[config.mk]
export PLATFORM = sky130hd
export DESIGN_NAME = aes_sbox_forward_inverse
export DESIGN_NICKNAME = d
export VERILOG_FILES = /design/src/rtl/core/sbfi_pkg.sv /design/src/rtl/core/sbfi_core.sv /design/src/rtl/core/aes_sbox_forward_inverse.sv
export SDC_FILE = /design/constraint.sdc
export NUM_CORES = 1
export LEC_CHECK = 0
export BUFFER_PORTS_ARGS = -buffer_cell sky130_fd_sc_hd__buf_2
export CORE_MARGIN = 2
export CORE_UTILIZATION = 39
export CTS_CLUSTER_DIAMETER = 100
export DETAILED_ROUTE_END_ITERATION = 7
export PLACE_DENSITY = 0.54
export SYNTH_ARGS = -nofsm -noshare
export SYNTH_HDL_FRONTEND = slang
export SYNTH_SLANG_ARGS = --single-unit
[constraint.sdc]
create_clock -name clk -period 5.26 [get_ports clk]
set_input_delay 0.789 -clock clk [delete_from_list [all_inputs] [get_ports clk]]
set_output_delay 0.789 -clock clk [all_outputs]
set_load 0.1 [all_outputs]
[src/rtl/core/sbfi_pkg.sv]
// shared types, constants and gf(2^8) helpers for the aes s-box block
// no dependencies; used by sbfi_core and aes_sbox_forward_inverse
package sbfi_pkg;

  typedef logic [7:0] byte_t;
  typedef byte_t byte_tbl_t [256];

  localparam byte_t POLY_LOW = 8'h1b;
  localparam byte_t AFFINE_C = 8'h63;
  localparam byte_t INV_EXP  = 8'hfe;

  // multiply modulo x^8+x^4+x^3+x+1
  function automatic byte_t gf_mul(byte_t a, byte_t b);
    logic [8:0] x;
    byte_t      y;
    byte_t      acc;
    x   = {1'b0, a};
    y   = b;
    acc = '0;
    for (int k = 0; k < 8; k++) begin
      if (y[0]) begin
        acc = acc ^ x[7:0];
      end
      y = y >> 1;
      x = x << 1;
      if (x[8]) begin
        x = {1'b0, x[7:0] ^ POLY_LOW};
      end
    end
    return acc;
  endfunction

  // a^254, zero maps to zero
  function automatic byte_t gf_inv_calc(byte_t a);
    byte_t res;
    byte_t base;
    res  = 8'h01;
    base = a;
    for (int k = 0; k < 8; k++) begin
      if (INV_EXP[k]) begin
        res = gf_mul(res, base);
      end
      base = gf_mul(base, base);
    end
    return res;
  endfunction

  function automatic byte_tbl_t gen_gf_inv_tbl();
    byte_tbl_t t;
    for (int i = 0; i < 256; i++) begin
      t[i] = gf_inv_calc(byte_t'(i));
    end
    return t;
  endfunction

  // built at elaboration, synthesizes to a constant rom
  localparam byte_tbl_t GF_INV_TBL = gen_gf_inv_tbl();

  function automatic byte_t rotl(byte_t v, int unsigned n);
    byte_t r;
    r = v;
    for (int k = 0; k < 8; k++) begin
      if (k < n) begin
        r = {r[6:0], r[7]};
      end
    end
    return r;
  endfunction

  function automatic byte_t fwd_affine(byte_t b);
    return b ^ rotl(b, 1) ^ rotl(b, 2) ^ rotl(b, 3) ^ rotl(b, 4) ^ AFFINE_C;
  endfunction

  function automatic byte_t inv_affine(byte_t v);
    byte_t c;
    c = v ^ AFFINE_C;
    return rotl(c, 1) ^ rotl(c, 3) ^ rotl(c, 6);
  endfunction

endpackage

[src/rtl/core/sbfi_core.sv]
// substitution datapath: inverse affine in inverse mode, field inverse rom, forward affine in forward mode
// depends on sbfi_pkg
module sbfi_core (
  input  logic          inverse_mode,
  input  sbfi_pkg::byte_t in_byte,
  output sbfi_pkg::byte_t out_byte
);

  sbfi_pkg::byte_t inv_in;
  sbfi_pkg::byte_t inv_out;

  always_comb begin
    if (inverse_mode) begin
      inv_in = sbfi_pkg::inv_affine(in_byte);
    end else begin
      inv_in = in_byte;
    end
    inv_out = sbfi_pkg::GF_INV_TBL[inv_in];
    if (inverse_mode) begin
      out_byte = inv_out;
    end else begin
      out_byte = sbfi_pkg::fwd_affine(inv_out);
    end
  end

endmodule

[src/rtl/core/aes_sbox_forward_inverse.sv]
// top level of the aes forward / inverse s-box with valid/stall channels
// depends on sbfi_pkg and sbfi_core
//
//   channel  ports                        direction  width
//   input    in_valid in_stall in_byte    in         8
//   result   out_valid out_stall out_byte out        8
//   config   cfg_wr_en cfg_wr_data        in         1
//
// one item per cycle sustained while out_stall is low; an accepted item goes through
// the input register, then the substitution logic into the result register
// the field inverse is a 256-entry constant rom between the two registers
// reset clears both valid flags and sets forward mode
// a stall on the result side holds the result register and backs up into in_stall
module aes_sbox_forward_inverse (
  input  logic          clk,
  input  logic          rst_n,
  input  logic          cfg_wr_en,
  input  logic          cfg_wr_data,
  input  logic          in_valid,
  output logic          in_stall,
  input  logic [7:0]    in_byte,
  output logic          out_valid,
  input  logic          out_stall,
  output logic [7:0]    out_byte
);

  logic            inverse_mode_r;
  logic            s1_valid_r;
  logic            s1_valid_nxt;
  sbfi_pkg::byte_t s1_byte_r;
  logic            out_valid_r;
  logic            out_valid_nxt;
  sbfi_pkg::byte_t out_byte_r;
  sbfi_pkg::byte_t sub_byte;
  logic            out_ready;
  logic            s1_ready;
  logic            in_take;
  logic            s1_move;

  sbfi_core u_core (
    .inverse_mode (inverse_mode_r),
    .in_byte      (s1_byte_r),
    .out_byte     (sub_byte)
  );

  always_comb begin
    out_ready     = !out_valid_r || !out_stall;
    s1_ready      = !s1_valid_r || out_ready;
    in_take       = in_valid && s1_ready;
    s1_move       = s1_valid_r && out_ready;
    s1_valid_nxt  = in_take || (s1_valid_r && !out_ready);
    out_valid_nxt = s1_move || (out_valid_r && out_stall);
  end

  always_ff @(posedge clk) begin
    if (!rst_n) begin
      inverse_mode_r <= 1'b0;
      s1_valid_r     <= 1'b0;
      out_valid_r    <= 1'b0;
    end else begin
      if (cfg_wr_en) begin
        inverse_mode_r <= cfg_wr_data;
      end
      s1_valid_r  <= s1_valid_nxt;
      out_valid_r <= out_valid_nxt;
    end
  end

  always_ff @(posedge clk) begin
    if (in_take) begin
      s1_byte_r <= in_byte;
    end
    if (s1_move) begin
      out_byte_r <= sub_byte;
    end
  end

  assign in_stall  = !s1_ready;
  assign out_valid = out_valid_r;
  assign out_byte  = out_byte_r;

endmodule
==> reports/metrics.cfg <==
[run_status]
status=finished, final reports clean

[cts]
cts_tree=yes
clkSinkCount=19
htree_levels=1
cts_root_buf=clkbuf_16
clkTransAtPathRegs_ns=0.05
numCtsBuffers=3
clk_path_buf_depth=2
clk_latency_ns=0.26
cts_setup_buffers=0
cts_resized=0
hold_buffers=0

[worst_hold_path]
holdCritPathClass=reg -> reg

[logic_synthesis]
synth_compound_area_share_pct=41.5
synth-seq-cells=19
synth_flop_cell=edfxtp_1
synth_top_cell_by_area=edfxtp_1
postSynthAreaPerCell_um2=7.26
yosys.area_share.simple_pct=20.2
syn_nets=699
synth_top_family_by_area=compound AO/OA/AOI/OAI gates
postSynth.asyncResetShare_pct=0
ys_seq_area_share_pct=11.2
synth_cell_type_count=84
synth-edff-count=16
synth_top_area_share_pct=9.93
synth-xor-area-share_pct=9.74
muxShareOfSynthArea_pct=4.57
yosys.area_share.adder_pct=4.65
syn_inst=667
synth_warnings=0
synth_area_leaders=edfxtp_1 (9.9%), nand2_1 (5.7%), a21oi_1 (5.2%), nor2_1 (5.0%), ha_1 (4.7%)
syn_area_um2=4840

[sta]
finalHoldViolCount=0
worst_slew_pin_slew_ns=1.11
slew_headroom_pct=25.3
skew_ns=0.00110
tns_ns=0
hold_slack_ns=0.519
fin_crit_ns=5.01
fmax_ghz=0.200
slew_viol_final=0
rsz0062_at_grt=false
fin_crit_sh_pct=95.2
setup_violations=0

[critical_path]
cpMaxStageDelayCell=a2111oi_0
cp.required_ns=5.27
worstSetupEndpointType=flop
max_stage_delay_ns=0.86
path_cells=xor3_1 -> mux2_2 -> buf_4 -> ha_1 -> clkinv_1 -> nand2_1 -> o211ai_1 -> a22o_1 -> a2111oi_0 -> a311o_2 -> xor2_2 -> xnor2_2 -> xnor2_1 -> a21o_1
worst_setup_path_start_kind=flop
crit_arrival_ns=5.02
crit_fanout=19
critPathKind=reg -> reg

[floorplanning]
std_cell_rows=40
die_y_um=115
die_w_um=115
num_io_pins=24
start_util_pct=40.1
coreArea_um2=12100
dieArea_um2=13300

[pwr]
p_int_uw=707
pwr-share-seq_pct=14.3
p_comb_share_pct=76.0
vdd_ir_drop_max_mv=0.374
switching_share_pct=56.2
clock_power_share_pct=9.7
powerDensity_nw_per_um2=309
switchingPower_uw=908
p_leak_uw=0.00187

[global_route]
overflow=0
grt_pass1_wl_um=36100
grt_pass1_vias=5609
antenna_found_initial=1
grt_usage_pct=36.1
grt_start_max_net_pins=53

[route]
via_per_inst=7.47
ant_nets=0
drt_iter0_markers=1140
drc=0
wire_per_inst_um=29.1
dr.pass1.iters=7
via_count=6176
routed_wirelength_um=24000

[finish]
diodes=0
nets=692
syn_to_final_growth_pct=7.86
layout-drive-gt1-share_pct=15.5

[place]
io_buffers=23
hpwlAfterDp_um=17100
place_congestion=1.04

[flow_run]
maxCapViolCount=0

## registers in the layout, indices dropped and copies added (netlist names)
signal	cells
inverse_mode_r	1
out_valid	1
out_byte	8
s1_valid_r	1
s1_byte_r	8
## per-stage QoR
stage | cell area, µm² | utilization [%] | power [µW] | worst slack, ns | instances
after CTS | 5220 | 43.3 | 1580 | 0.446 | 827
after detailed placement | 5140 | 42.6 | 1420 | 0.467 | 823
final | 5220 | 43.3 | 1610 | 0.254 | 827
after global placement | 5140 | 42.6 | 1430 | 0.523 | 823
after floorplan | 4840 | - | 1110 | 0.604 | 667
after global routing | 5220 | 43.3 | 1680 | 0.122 | 827
## final timing paths
kind	start	endpoint	slack (ns)	depth (start not counted)
max	s1_byte_r[0]$_DFFE_PP_	out_byte[7]$_DFFE_PP_	0.25	14
min	s1_valid_r$_SDFF_PN0_	out_valid$_SDFF_PN0_	0.52	2
max reg2reg	s1_byte_r[0]$_DFFE_PP_	out_byte[7]$_DFFE_PP_	0.25	14
min reg2reg	s1_valid_r$_SDFF_PN0_	out_valid$_SDFF_PN0_	0.52	2
## Yosys cell counts (all sizes together), types with 4 or more instances
cell type and instances:
and2 6, ha 18, a21o 4, o21ai 46, o32ai 8, a311oi 13, mux2 7, nor3 28
buf 45, inv 7, xnor2 21, clkbuf 30, edfxtp 16, a2111oi 6, o2111ai 4, and3 5
nor3b 4, a22oi 5, a221oi 8, xor2 7, nand4 5, or3 4, nand3 9, xor3 6
o22ai 8, a21oi 51, nor4 5, o311ai 15, o211ai 17, o221ai 10, o31ai 11, nor2 65
a31oi 12, nand2 74, nor2b 7, a211oi 22, o311a 5, mux2i 13
## kinds of logic after synthesis
| kind of cell | after synthesis |
|---|---|
| muxes | 20 |
| xor gates and xnor gates | 36 |
| adders and majority gates | 18 |
| AOI/OAI and AO/OA | 274 |
| buffers and inverters | 83 |
| DFF | 19 |
| and+or+nand+nor | 217 |
## power groups by stage
stage	combinational, µW	sequential (µW)	clock [µW]
6_report	1230	231	157
2_1_floorplan	728	378	0
3_5_place_dp	1180	235	0
5_1_grt	1280	234	170
3_3_place_gp	1200	234	0
4_1_cts	1190	231	162
## cell usage in the layout (no fill, tap or decap), types with 6 or more instances in the layout
cell type,count
buf_2,23
o211ai_1,16
a21oi_1,50
o311ai_0,12
xnor2_1,17
nand3_1,9
buf_4,39
o31ai_1,11
a221oi_1,7
and2_1,6
nor3_1,28
o21ai_0,41
o221ai_1,9
nor2b_1,7
a31oi_1,12
a2111oi_0,6
o32ai_1,8
mux2i_1,10
mux2_2,6
edfxtp_1,16
nand2_1,74
o22ai_1,7
xor2_1,6
nor2_1,65
a211oi_1,21
a311oi_1,13
ha_1,18
## final cells by class
class	count	area [µm²]
clock buffer	4	78.8
fill	1227	6840
inverter	8	30.0
multi-input combinational	565	3930
sequential	19	541
tap	168	210
timing repair buffer	63	428
## layer usage
layer,vias to the layer above,GRT usage [%],part of all wire [%]
met4,2,15.7,5.7
met5,-,0,0.037
met1,2906,50.1,39
met3,114,11.8,15
met2,560,50.8,40
li1,2594,-,-
## worst max-delay path, delay by kind of cell, from the launching register on
family / cells / cell delay (ns)
muxes: 1 / 0.29
DFF: 1 / 0.72
AOI/OAI and AO/OA: 5 / 1.73
and+or+nand+nor: 1 / 0.24
xor gates and xnor gates: 4 / 0.85
adders and majority gates: 1 / 0.37
buffers and inverters: 2 / 0.57
Note: power is estimated with default switching activity, not from simulation.
